===== src/design/psps_queue.sv =====
// short command queue between the front and the back
module psps_queue #(
    parameter int WIDTH = 8,
    parameter int DEPTH = 4
) (
    input  logic             clk,
    input  logic             rst_n,
    input  logic             push,
    input  logic [WIDTH-1:0] din,
    output logic             full,
    input  logic             pop,
    output logic [WIDTH-1:0] dout,
    output logic             valid
);

    localparam int PW = (DEPTH > 1) ? $clog2(DEPTH) : 1;
    localparam int NW = $clog2(DEPTH + 1);

    logic [WIDTH-1:0] entry_reg [DEPTH];
    logic [PW-1:0]    wr_ptr_reg, wr_ptr_next;
    logic [PW-1:0]    rd_ptr_reg, rd_ptr_next;
    logic [NW-1:0]    count_reg, count_next;

    function automatic logic [PW-1:0] bump(input logic [PW-1:0] p);
        return (p == PW'(DEPTH - 1)) ? '0 : p + PW'(1);
    endfunction

    always_comb
    begin
        wr_ptr_next = push ? bump(wr_ptr_reg) : wr_ptr_reg;
        rd_ptr_next = pop ? bump(rd_ptr_reg) : rd_ptr_reg;
        count_next  = count_reg;
        if (push && !pop)
        begin
            count_next = count_reg + NW'(1);
        end
        else if (pop && !push)
        begin
            count_next = count_reg - NW'(1);
        end
    end

    always_ff @(posedge clk or negedge rst_n)
    begin
        if (!rst_n)
        begin
            wr_ptr_reg <= '0;
            rd_ptr_reg <= '0;
            count_reg  <= '0;
        end
        else
        begin
            wr_ptr_reg <= wr_ptr_next;
            rd_ptr_reg <= rd_ptr_next;
            count_reg  <= count_next;
        end
    end

    always_ff @(posedge clk)
    begin
        if (push)
        begin
            entry_reg[wr_ptr_reg] <= din;
        end
    end

    assign full  = (count_reg == NW'(DEPTH));
    assign valid = (count_reg != '0);
    assign dout  = entry_reg[rd_ptr_reg];

    a_no_push_full: assert property (@(posedge clk) disable iff (!rst_n)
        push |-> !full)
        else $error("queue pushed while full");

    a_no_pop_empty: assert property (@(posedge clk) disable iff (!rst_n)
        pop |-> valid)
        else $error("queue popped while empty");

    a_count_bound: assert property (@(posedge clk) disable iff (!rst_n)
        count_reg <= NW'(DEPTH))
        else $error("queue count beyond depth");

endmodule


===== config.mk =====
export PLATFORM = sky130hd
export DESIGN_NAME = psps_queue
export DESIGN_NICKNAME = d
export VERILOG_FILES = /design/src/design/psps_queue.sv
export SDC_FILE = /design/constraint.sdc
export NUM_CORES = 1
export LEC_CHECK = 0
export ABC_AREA = 1
export BUFFER_PORTS_ARGS = -buffer_cell sky130_fd_sc_hd__buf_2
export CORE_ASPECT_RATIO = 1.2
export CORE_MARGIN = 5
export CORE_UTILIZATION = 35
export DETAILED_ROUTE_END_ITERATION = 10
export SLEW_MARGIN = 20
export SYNTH_ARGS = -nofsm -noshare
export SYNTH_HDL_FRONTEND = slang
export SYNTH_SLANG_ARGS = --single-unit
export TNS_END_PERCENT = 30

===== constraint.sdc =====
create_clock -name clk -period 1.6 [get_ports clk]
set_clock_uncertainty 0.05 [all_clocks]
set_input_delay 0.32 -clock clk [delete_from_list [all_inputs] [get_ports clk]]
set_output_delay 0.32 -clock clk [all_outputs]
set_load 0.01 [all_outputs]

* After elaboration in Yosys (flattened, before gate mapping) *
Memories as Yosys holds them, arrays and structs flattened.
Cells that the tools add are included.

operators by class
  $add $sub $neg = 4
  eq/ne operators = 3
  reduce and logical (&&, ||, !) cells = 6
  muxes and demuxes = 6

operators with widths
  operator             number
  $mux 3               2
  $add 2x1->2 const B  2
  $eq 2x2->1 const B   2
  $mux 2               2
  $add 3x1->3 const B  1
  $eq 3x3->1 const B   1
  $reduce_bool 3->1    1
  $sub 3x1->3 const B  1
  $logic_and 1x1->1    2
  $logic_not 1->1      2
  $mux 1               2
  $reduce_bool 2->1    1

storage, ports and cells
  memories = 1
  bits in writable memories = 32
  logic and storage cells = 23
  bits in registers = 7
  output and inout port bits = 10

memories
  name       words  width  read ports  clocked after memory_dff  write ports  RTL line  RTL
  entry_reg  4      8      1           0                         1            19        logic [WIDTH-1:0] entry_reg [DEPTH];

* Depth between registers and ports, before layout *
  word-level depth = 4
  gate-level depth with buffers = 9
  mapped depth without buffers = 9

* Least setup slack after synthesis *
OpenSTA, ideal clock, no wires.

  path kind = input-to-reg
  start = in pop
  end = reg count_reg[2]
  buffers on the path = 0
  setup time = 117 ps
  setup slack = 271 ps
  stages on the path = 8
  arrival time = 1162 ps
  path through = inv_1 > ha_1 > inv_1 > fa_1 > nand2_1 > nand3_1 > nand2_1 > nand2_1

between the ends
  longest elaborated chain between the ends = 3

RTL lines
  element                                             RTL line  RTL
  start: declaration                                  11        input logic pop,
  $logic_not 1->1                                     33        if (push && !pop)
  $logic_and 1x1->1                                   33
  $mux 3 / $reduce_bool 2->1 (equally long branches)  n/a
  end signal: assignment                              55        count_reg <= count_next;
  end: declaration                                    22        logic [NW-1:0] count_reg, count_next;

Several ways; a longest one is shown, not always the timed one.
A chain may end at the register's enable or synchronous reset.

* Final worst setup path *
  start = reg rd_ptr_reg[0]
  end = out dout[5]

between the ends
  longest elaborated chain between the ends = 1

RTL lines
  element                   RTL line  RTL
  start: declaration        21        logic [PW-1:0] rd_ptr_reg, rd_ptr_next;
  start signal: assignment  54        rd_ptr_reg <= rd_ptr_next;
  $mem_v2 4x8               n/a
  end: declaration          12        output logic [WIDTH-1:0] dout,

Every way passes these cells.

==> results_dict.tcl <==
set metrics [dict create \
    path_common_cell "nand2_1" \
    ys_seq_elements 39 \
    hold_class "primary input to flip-flop" \
    wl_per_cell_um 13.7 \
    power.switching_mw 1.25 \
    mostFrequentLayoutCells "nand2_1 (38), edfxtp_1 (32), inv_1 (27)" \
    yosys_warnings 0 \
    slew_headroom_pct 72.2 \
    grt_pass1_wl_um 5200 \
    antennaDiodeCount 0 \
    critPathLaunchType "flip-flop" \
    antenna_left 0 \
    rsz0062_at_grt "yes" \
    via_count 1105 \
    final_common_cell "nand2_1" \
    wl_met2_um 1640 \
    portBuffers 21 \
    finalCriticalPeriod_ps 1710 \
    wl_met1_um 1390 \
    syn2layout_area_growth_pct 22.4 \
    top_layer "met4" \
    ys_types 17 \
    synth-seq-area-share_pct 66.6 \
    status "finished with violations" \
    p_seq_share_pct 40.9 \
    synth.cell_area_um2 1710 \
    cp_cell_sequence "inv_4 > clkbuf_16 > nand2_1 > o211ai_1 > nand2_1 > buf_2" \
    power_frac_clock_pct 23.1 \
    maxSlewViolCount 0 \
    power_mw 3.64 \
    routed_wl_um 3240 \
    viasPerCell 4.66 \
    syn_area_per_cell_um2 11.8 \
    antenna_found_initial 0 \
    routabilityCongestion 0.736 \
    setup_slack_ps -109 \
    p_sw_share_pct 34.3 \
    p_comb_share_pct 35.9 \
    vdd_drop_max_mv 0.659 \
    setup_viol 8 \
    max-clock-path-buffers 2 \
    io_pins 22 \
    cpPeakStageDelay_ps 420 \
    p_int_mw 2.39 \
    overflow 0 \
    crit_arrival_ps 1340 \
    insertion_delay_ps 290 \
    track_usage_pct 11.2 \
    critPathBufInv 3 \
    numCtsBuffers 5 \
    cts.sink_count 39 \
    wl_met3_um 177 \
    die_h_um 86.5 \
    dpl.hpwl_um 2060 \
    cp_top_family "buffers and inverters" \
    placed_cells 223 \
    place_ws_ps 37.2 \
    end_kind "output port" \
    fillers 448 \
    clock-root-buffer "clkbuf_8" \
    start_util_pct 36.6 \
    final_cell_count_no_fill 237 \
    grt_pass1_vias 1116 \
    rows 27 \
    synth_fp_nets 164 \
    tightest_slew_ps 417 \
    cts_tree "built" \
    drive_gt1_share_pct 22.9 \
    syn_inst 145 \
    die_area_um2 6370 \
    core_um2 4660 \
    violations "negative setup slack" \
    critical_path_class "flip-flop to output port" \
    h-tree-depth 2 \
    drv_cap 0 \
    critPathSlowestCell "dfrtp_1" \
    p_leak_nw 0.939 \
    grt_max_degree 17 \
    drc 0 \
    drt_iter0_markers 78 \
    dr.pass1.iters 4 \
    die_x_um 73.7 \
    cp_max_fo 8 \
    min_period_over_period_pct 107 \
    hold_viol_final 0 \
    power_density_nw_per_um2 1740 \
    required_ps 1230 \
    finalNetCount 197 \
    largest_reg_flops 32 \
    cts.reportedPaths.clkPinSlew_ps 90 \
    fmax_ghz 0.585 \
]
through the flow:
step	util, %	area, um^2	hold WS [ps]	TNS [ps]
after global placement	40.3	1880	108	0
final	44.8	2090	183	-728
after floorplan	-	1710	-25.6	0
after global routing	44.8	2090	163	-1460
after CTS	44.0	2050	174	-777
after detailed placement	40.3	1880	114	0
cell type report:
| cell class | count | area, um^2 | share of cell area [%] |
|---|---|---|---|
| sequential | 39 | 1140 | 54.5 |
| clock inverter | 3 | 47.5 | 2.28 |
| tap | 58 | 72.6 | 3.48 |
| inverter | 29 | 114 | 5.46 |
| multi-input combinational | 73 | 422 | 20.2 |
| timing repair buffer | 30 | 225 | 10.8 |
| clock buffer | 5 | 68.8 | 3.30 |
cells by family after synthesis:
family,synth area share (%)
compound gates,8.51
xor+xnor,0.514
fa+ha+maj,5.58
buf+inv,8.80
flops,66.6
simple gates,9.98
power by group through the flow:
stage	logic, mW	clock network, mW	registers, mW
after floorplan	0.792	0	1.46
after global placement	1.08	0	1.49
after detailed placement	1.13	0	1.51
after CTS	1.26	0.859	1.49
after global routing	1.47	0.919	1.52
final	1.31	0.841	1.49
worst paths after layout:
check	startpoint	to	slack [ps]	depth (start not counted)
setup / recovery	rd_ptr_reg[0]$_DFFE_PN0P_	dout[5]	-110	6
setup reg to reg	wr_ptr_reg[1]$_DFFE_PN0P_	entry_reg[1][0]$_DFFE_PP_	180	4
hold reg to reg	count_reg[2]$_DFFE_PN0P_	count_reg[2]$_DFFE_PN0P_	450	2
hold / removal	din[2]	entry_reg[2][2]$_DFFE_PP_	180	1
min in group asynchronous	rst_n	count_reg[2]$_DFFE_PN0P_	330	2
max in group asynchronous	rst_n	rd_ptr_reg[1]$_DFFE_PN0P_	1000	2
worst reg2reg max path: cells and delay by family (launching register included):
family | cells | cell delay [ps]
and+or+nand+nor | 1 | 50
DFF | 1 | 410
adders and majority gates | 1 | 150
buffers and inverters | 2 | 420
Yosys cell counts:
cell	n	area (um^2)
a21oi_1	1	5.00
buf_4	1	7.51
buf_6	3	33.8
dfrtp_1	7	175
edfxtp_1	32	961
fa_1	1	20.0
ha_1	6	75.1
inv_1	27	101
inv_2	2	7.51
nand2_1	39	146
nand3_1	1	5.00
nand4_1	1	6.26
nor2_1	2	7.51
nor3_1	1	5.00
o211ai_1	16	120
o21ai_0	4	20.0
xnor2_1	1	8.76
layer usage:
metal,GRT usage (%),vias up
met5,0,-
met4,4.94,0
met3,4.52,4
met2,17.7,26
met1,13.1,526
li1,-,549
repair_timing:
item	CTS	global route
pin swaps	5	4
gates resized for setup	4	1
endpoints found under the hold margin	7	0
setup endpoints to repair	8	8
gates cloned	1	1
hold buffers	1	0
setup buffers	2	1
No activity file was read; power rests on OpenSTA's default activity.
