<file path="src/design/psps_pkg.sv">
// shared types, constants and helpers of the periodic seven-point stencil
package psps_pkg;

    localparam int WEIGHT_BITS    = 16;
    localparam int EXTENT_BITS    = 7;
    localparam int CFG_INDEX_BITS = 2;
    localparam int CFG_DATA_BITS  = 16;
    localparam int SLOT_BITS      = 2;
    localparam int QUEUE_DEPTH    = 4;

    localparam logic [CFG_INDEX_BITS-1:0] REG_ROW_LENGTH      = 2'd0;
    localparam logic [CFG_INDEX_BITS-1:0] REG_ROW_COUNT       = 2'd1;
    localparam logic [CFG_INDEX_BITS-1:0] REG_CENTER_WEIGHT   = 2'd2;
    localparam logic [CFG_INDEX_BITS-1:0] REG_NEIGHBOR_WEIGHT = 2'd3;

    localparam logic [EXTENT_BITS-1:0] ROW_LENGTH_RESET      = 7'd64;
    localparam logic [EXTENT_BITS-1:0] ROW_COUNT_RESET       = 7'd64;
    localparam logic [WEIGHT_BITS-1:0] CENTER_WEIGHT_RESET   = 16'd32768;
    localparam logic [WEIGHT_BITS-1:0] NEIGHBOR_WEIGHT_RESET = 16'd5461;

    typedef struct packed {
        logic [EXTENT_BITS-1:0] row_length;
        logic [EXTENT_BITS-1:0] row_count;
        logic [WEIGHT_BITS-1:0] center_weight;
        logic [WEIGHT_BITS-1:0] neighbor_weight;
    } psps_cfg_t;

    typedef struct packed {
        logic produce;
        logic plane_done;
    } psps_flags_t;

    localparam int FLAG_BITS = $bits(psps_flags_t);

    // bits of a position index for an extent of up to max
    function automatic int pos_bits(input int max);
        return (max > 1) ? $clog2(max) : 1;
    endfunction

    // command word: sample, x, x-1, x+1, y, y-1, y+1, three slots, flags
    function automatic int cmd_bits(input int sb, input int xw, input int yw);
        return sb + 3 * xw + 3 * yw + 3 * SLOT_BITS + FLAG_BITS;
    endfunction

endpackage

</file>
<file path="src/design/psps_front.sv">
// front: accepts samples, tracks position and plane rotation, builds commands
module psps_front
    import psps_pkg::*;
#(
    parameter int SAMPLE_BITS    = 32,
    parameter int MAX_ROW_LENGTH = 64,
    parameter int MAX_ROW_COUNT  = 64
) (
    input  logic                    clk,
    input  logic                    rst_n,
    input  psps_cfg_t               cfg,
    input  logic                    in_valid,
    input  logic                    in_ready,
    input  logic [SAMPLE_BITS-1:0]  sample,
    input  logic                    frame_start,
    output logic                    push,
    output logic [cmd_bits(SAMPLE_BITS, pos_bits(MAX_ROW_LENGTH),
                           pos_bits(MAX_ROW_COUNT))-1:0] cmd
);

    localparam int XW = pos_bits(MAX_ROW_LENGTH);
    localparam int YW = pos_bits(MAX_ROW_COUNT);
    localparam int LW = $clog2(MAX_ROW_LENGTH + 1);
    localparam int CW = $clog2(MAX_ROW_COUNT + 1);

    logic [XW-1:0]        col_reg, col_next;
    logic [YW-1:0]        row_reg, row_next;
    logic [1:0]           held_reg, held_next;
    logic [SLOT_BITS-1:0] slot_reg, slot_next;

    logic [LW-1:0]        len;
    logic [CW-1:0]        cnt;
    logic [XW-1:0]        x, xm, xp;
    logic [YW-1:0]        y, ym, yp;
    logic [1:0]           held;
    logic [SLOT_BITS-1:0] slot, mid, old;
    logic                 last_col, last_row;
    psps_flags_t          flags;

    function automatic logic [SLOT_BITS-1:0] next_slot(input logic [SLOT_BITS-1:0] s);
        logic [SLOT_BITS-1:0] r;
        unique case (s)
            2'd0:    r = 2'd1;
            2'd1:    r = 2'd2;
            2'd2:    r = 2'd0;
            default: r = 2'd0;
        endcase
        return r;
    endfunction

    // extents: zero reads as one, above the maximum saturates
    always_comb
    begin
        if (cfg.row_length == '0)
            len = LW'(1);
        else if (32'(cfg.row_length) > MAX_ROW_LENGTH)
            len = LW'(MAX_ROW_LENGTH);
        else
            len = LW'(cfg.row_length);

        if (cfg.row_count == '0)
            cnt = CW'(1);
        else if (32'(cfg.row_count) > MAX_ROW_COUNT)
            cnt = CW'(MAX_ROW_COUNT);
        else
            cnt = CW'(cfg.row_count);
    end

    // frame start restarts position and rotation before the sample is taken
    always_comb
    begin
        x    = frame_start ? '0 : col_reg;
        y    = frame_start ? '0 : row_reg;
        held = frame_start ? '0 : held_reg;
        slot = frame_start ? '0 : slot_reg;

        last_col = (32'(x) + 32'd1) >= 32'(len);
        last_row = (32'(y) + 32'd1) >= 32'(cnt);

        xm = (x == '0) ? XW'(len - LW'(1)) : x - XW'(1);
        xp = last_col ? '0 : x + XW'(1);
        ym = (y == '0) ? YW'(cnt - CW'(1)) : y - YW'(1);
        yp = last_row ? '0 : y + YW'(1);

        old = next_slot(slot);
        mid = next_slot(old);

        flags.produce    = (held >= 2'd2);
        flags.plane_done = last_col && last_row;
    end

    assign push = in_valid && in_ready;
    assign cmd  = {flags, old, mid, slot, yp, ym, y, xp, xm, x, sample};

    always_comb
    begin
        col_next  = col_reg;
        row_next  = row_reg;
        held_next = held_reg;
        slot_next = slot_reg;
        if (push)
        begin
            col_next  = last_col ? '0 : x + XW'(1);
            row_next  = y;
            held_next = held;
            slot_next = slot;
            if (last_col)
            begin
                row_next = last_row ? '0 : y + YW'(1);
                if (last_row)
                begin
                    held_next = (held >= 2'd2) ? held : held + 2'd1;
                    slot_next = old;
                end
            end
        end
    end

    always_ff @(posedge clk or negedge rst_n)
    begin
        if (!rst_n)
        begin
            col_reg  <= '0;
            row_reg  <= '0;
            held_reg <= '0;
            slot_reg <= '0;
        end
        else
        begin
            col_reg  <= col_next;
            row_reg  <= row_next;
            held_reg <= held_next;
            slot_reg <= slot_next;
        end
    end

    a_slot_range: assert property (@(posedge clk) disable iff (!rst_n)
        slot_reg != 2'd3)
        else $error("plane slot out of range");

    a_held_range: assert property (@(posedge clk) disable iff (!rst_n)
        held_reg != 2'd3)
        else $error("plane count beyond two");

    a_frame_restart: assert property (@(posedge clk) disable iff (!rst_n)
        (push && frame_start && !(last_col && last_row))
            |=> (slot_reg == 2'd0 && held_reg == 2'd0))
        else $error("frame start did not restart rotation");

endmodule

</file>
<file path="config.mk">
export PLATFORM = sky130hd
export DESIGN_NAME = psps_front
export DESIGN_NICKNAME = d
export VERILOG_FILES = /design/src/design/psps_pkg.sv /design/src/design/psps_front.sv
export SDC_FILE = /design/constraint.sdc
export NUM_CORES = 1
export LEC_CHECK = 0
export ABC_AREA = 1
export BUFFER_PORTS_ARGS = -buffer_cell sky130_fd_sc_hd__buf_4
export CORE_ASPECT_RATIO = 0.75
export CORE_MARGIN = 10
export CORE_UTILIZATION = 44
export CTS_BUF_LIST = sky130_fd_sc_hd__clkbuf_2
export DETAILED_ROUTE_END_ITERATION = 10
export GPL_TIMING_DRIVEN = 0
export PLACE_DENSITY_LB_ADDON = 0.3
export SLEW_MARGIN = 30
export SYNTH_ARGS = -nofsm -noshare
export SYNTH_HDL_FRONTEND = slang
export SYNTH_SLANG_ARGS = --single-unit
export TNS_END_PERCENT = 50
</file>
<file path="constraint.sdc">
create_clock -name clk -period 4.5 [get_ports clk]
set_clock_uncertainty 0.2 [all_clocks]
set_input_delay 0.9 -clock clk [delete_from_list [all_inputs] [get_ports clk]]
set_output_delay 0.9 -clock clk [all_outputs]
set_load 0.01 [all_outputs]
</file>
Yosys cells after proc, flatten, opt, wreduce, memory -nomap -nowiden --
Cells that the tools add are included.
Cells by class: multiplexer cells 20, add/subtract/negate cells 9, order comparisons 5, eq/ne operators 2, reduce and logical (&&, ||, !) cells 8
Operators by type and width (number):
- $mux 6 | 7
- $mux 7 | 4
- $sub 6x1->6 const B | 4
- $add 6x1->7 const B | 2
- $ge 7x7->1 | 2
- $gt 7x7->1 const B | 2
- $logic_not 7->1 | 2
- $mux 2 | 7
- $add 6x1->6 const B | 2
- $logic_not 6->1 | 2
- $pmux 2 s2 | 2
- $eq 2x1->1 const B | 2
- $logic_not 2->1 | 2
- $add 2x1->2 const B | 1
- $ge 2x2->1 const B | 1
- $logic_and 1x1->1 | 2
Storage, ports and cells: bits of input ports 83, logic and storage cells 48, bits in registers 16

Depth between registers and ports, before layout --
depth after elaboration 6, gate-level depth with buffers 19, mapped depth without buffers 18

Worst setup path after synthesis --
Ideal clock, no wire load.
kind input -> output, from input frame_start, to output cmd[47] (netlist bit), stages on the path 11, data required time 3.400 ns, setup slack 0.380 ns, data arrival time 3.020 ns, cell sequence buf_6 > nor2_1 > ha_1 > nand3_2 > nor3b_1 > ha_1 > a21o_1 > nor2_1 > nand3_2 > buf_2 > nor2_1
RTL lines:
- start, declared | RTL line psps_front.sv:15 | input logic frame_start,
- end, declared | RTL line psps_front.sv:18 | pos_bits(MAX_ROW_COUNT))-1:0] cmd

==> metrics.md <==
| Metric | Value |
|---|---|
| Post-DP HPWL | `6.42 mm` |
| Tmin final | `4.34 ns` |
| Max VDD drop | `0.116 mV` |
| Crit path max-delay family | `simple AND/OR/NAND/NOR gates` |
| Commonest non-fill, non-tap cells in the layout | `buf_4, nand2_1, inv_1` |
| CTS HTree Levels | `1` |
| Final wirelength | `7.36 mm` |
| Register bit total from synthesis | `16` |
| Largest net degree at the start of global routing | `17` |
| Cells after DPL | `552` |
| Nets | `586` |
| CP arrival | `3.24 ns` |
| Setup repair after global routing missed its margin | `yes` |
| Worst slew pin tran | `0.489 ns` |
| Die Wd | `107 µm` |
| CTS tree | `done` |
| Slowest stage cell, crit path | `ha_1` |
| Status | `complete, no violations` |
| Post-synth cell types | `34` |
| Area share of the largest cell type after synthesis | `0.161` |
| Cells after synthesis | `383` |
| Main flop type after synthesis | `dfrtp_1` |
| Total GRT Usage | `0.153` |
| Crit start category | `input port` |
| Crit-path cells | `buf_6, nor2_2, ha_1, nand3_2, nor3b_1, ha_1, a21o_1, nor2_1, nand3_2, buf_4, nor2_1, buf_4` |
| Dpl cell area | `0.00328 mm²` |
| Cell Pwr Density | `293 mW/mm²` |
| Lkg Pwr | `2.04 nW` |
| FF-to-FF End | `col_reg[1]` |
| Top post-synthesis cells by area | `dfrtp_1, nand2_1, ha_1, buf_4, inv_1` |
| Share of cells above drive strength 1 | `0.377` |
| Layout area overhead | `33.8%` |
| Initial cell density of the core | `0.459` |
| CORE AREA | `0.00541 mm²` |
| Routed len/inst | `13.3 µm` |
| Port bufs | `94` |
| CP Data Required Time | `3.40 ns` |
| Largest area contributor in the netlist | `dfrtp_1` |
| GPL Wtd Cong | `0.877` |
| WP depth | `12` |
| Peak fanout along the critical path | `10` |
| CP endpoint | `cmd[46]` |
| Final Hold Viols | `0` |
| Final setup vio count | `0` |
| Reg2reg path depth | `15` |
| Min-delay worst type | `input port to async pin` |
| Post-route ant nets | `0` |
| Total gr overflow | `0` |
| CP max stage delay | `0.29 ns` |
| DRC violations left | `0` |
| Max cap viols | `0` |
| Post-CTS Hold Buffers | `0` |
| End-of-flow core utilization | `0.614` |
| CTS clk-pin slew, worst paths | `0.14 ns` |
| Post-synth ARST share | `1.00` |
| WHS | `0.247 ns` |
| Initial antenna violation count | `0` |
| Worst R2R Start | `col_reg[0]` |
| Worst-Skew Late Latency | `0.28 ns` |
| Avg Synthesized Cell Area | `6.48 µm²` |
| Post-route insts no fill | `555` |
| Vias in the first global route | `2581` |
| Cell Area, Synth | `0.00248 mm²` |
| R2R Setup Slk | `1.60 ns` |
| Yosys warns | `0` |
| Clock Sinks | `16` |
| Critical Path End Type | `output port` |
| Die area | `0.00907 mm²` |
| # diodes | `0` |
| Seq/Total Area, Yosys | `0.161` |
| Setup crit start | `frame_start` |
| Die Y | `85.0 µm` |
| Syn nets | `487` |
| CP Buf/Inv Count | `3` |
| Post-synth EDFFs | `0` |
| Vias per cell | `4.68` |
| WS Path Type | `input port to output port` |
| Max frequency | `230 MHz` |
| First-pass GRT wire length | `11.9 mm` |
| Slew margin rel. | `0.671` |
| CTS Root Cell | `clkbuf_2` |
| Num CTS Buffers | `3` |
| Final worst path period share | `0.965` |
| Ports | `160` |
| DRT iter0 DRCs | `140` |
| Total Power | `0.971 mW` |
| Cell row count | `23` |
| Clock Path Buffers | `2` |
| Most common library cell in the layout ignoring fill and taps | `buf_4` |
| Pre-antenna DRT Iters | `4` |
| Design Area, Final | `0.00332 mm²` |
| Via count | `2599` |
| Max-slew violation count | `0` |
==> cells in the mapped netlist (3+ instances only) <==
library cell	number
nand2_1	100
inv_1	61
nor2_1	44
buf_4	34
nand3_1	25
ha_1	21
dfrtp_1	16
nand2_2	12
a21oi_1	8
o21ai_0	8
nand4_1	6
nor2_4	6
nand2_4	5
nand3_2	5
xor2_1	5
clkbuf_1	3
inv_2	3
==> report_power, final <==
group          switching (mW)  internal, mW
combinational           0.396         0.323
sequential             0.0227         0.168
clock                  0.0433        0.0182
==> what timing repair did <==
item / 4_1_cts / 5_1_grt
setup endpoints to repair: 4 / 11
buffers inserted: 0 / 0
gates resized for setup: 1 / 7
cloned: 0 / 0
==> worst register-to-register path, cell delays in order (launching register included) <==
cell     delay [ns]
dfrtp_1        0.40
inv_1          0.11
nor2_2         0.08
ha_1           0.24
or2_2          0.30
nand2_1        0.09
inv_1          0.05
ha_1           0.30
a21oi_1        0.12
o21ai_0        0.11
nand2_1        0.09
nand3_2        0.18
buf_4          0.25
nor2_1         0.16
nand2_1        0.07
o21ai_0        0.08
==> layer usage <==
layer / track usage / share of wire
met5: 0 / 0
met4: 0.00613 / 0
met3: 0.0665 / 0.12
met2: 0.253 / 0.45
met1: 0.187 / 0.43
==> through the flow <==
step	TNS [ns]	setup WS, ns
finish	0	0.157
global route	-0.00144	-0.00144
CTS	0	0.0460
detailed placement	-0.0216	-0.00836
global placement	0	0.0306
floorplan	0	0.380
==> final cells by class <==
class,count,area (µm²)
Sequential cell,16,400
Buffer,39,285
Clock buffer,3,15.0
Timing Repair Buffer,94,706
Fill cell,539,2090
Tap cell,75,93.8
Inverter,66,265
Multi-Input combinational cell,262,1560
==> cells by family (layout without fill, tap and decap cells) <==
family	Yosys count	in the layout	share of synthesized area
XOR/XNOR	7	7	0.0277
AND/OR/NAND/NOR	212	212	0.432
buffers and inverters	105	202	0.221
AO/OA/AOI/OAI	22	22	0.0525
flip-flops	16	16	0.161
adder cells (fa/ha/maj)	21	21	0.106
==> worst min-delay path by stage <==
stage	from	to	slack (ns)	cells past startpoint
2_1_floorplan	row_reg[5]	row_reg[5]	0.25	2
3_3_place_gp	slot_reg[0]	slot_reg[0]	0.26	2
3_5_place_dp	held_reg[1]	held_reg[1]	0.27	2
4_1_cts	rst_n	slot_reg[1]	0.23	1
5_1_grt	rst_n	slot_reg[1]	0.22	1
6_report	rst_n	slot_reg[1]	0.25	1
Note: power is estimated with default switching activity, not from simulation.
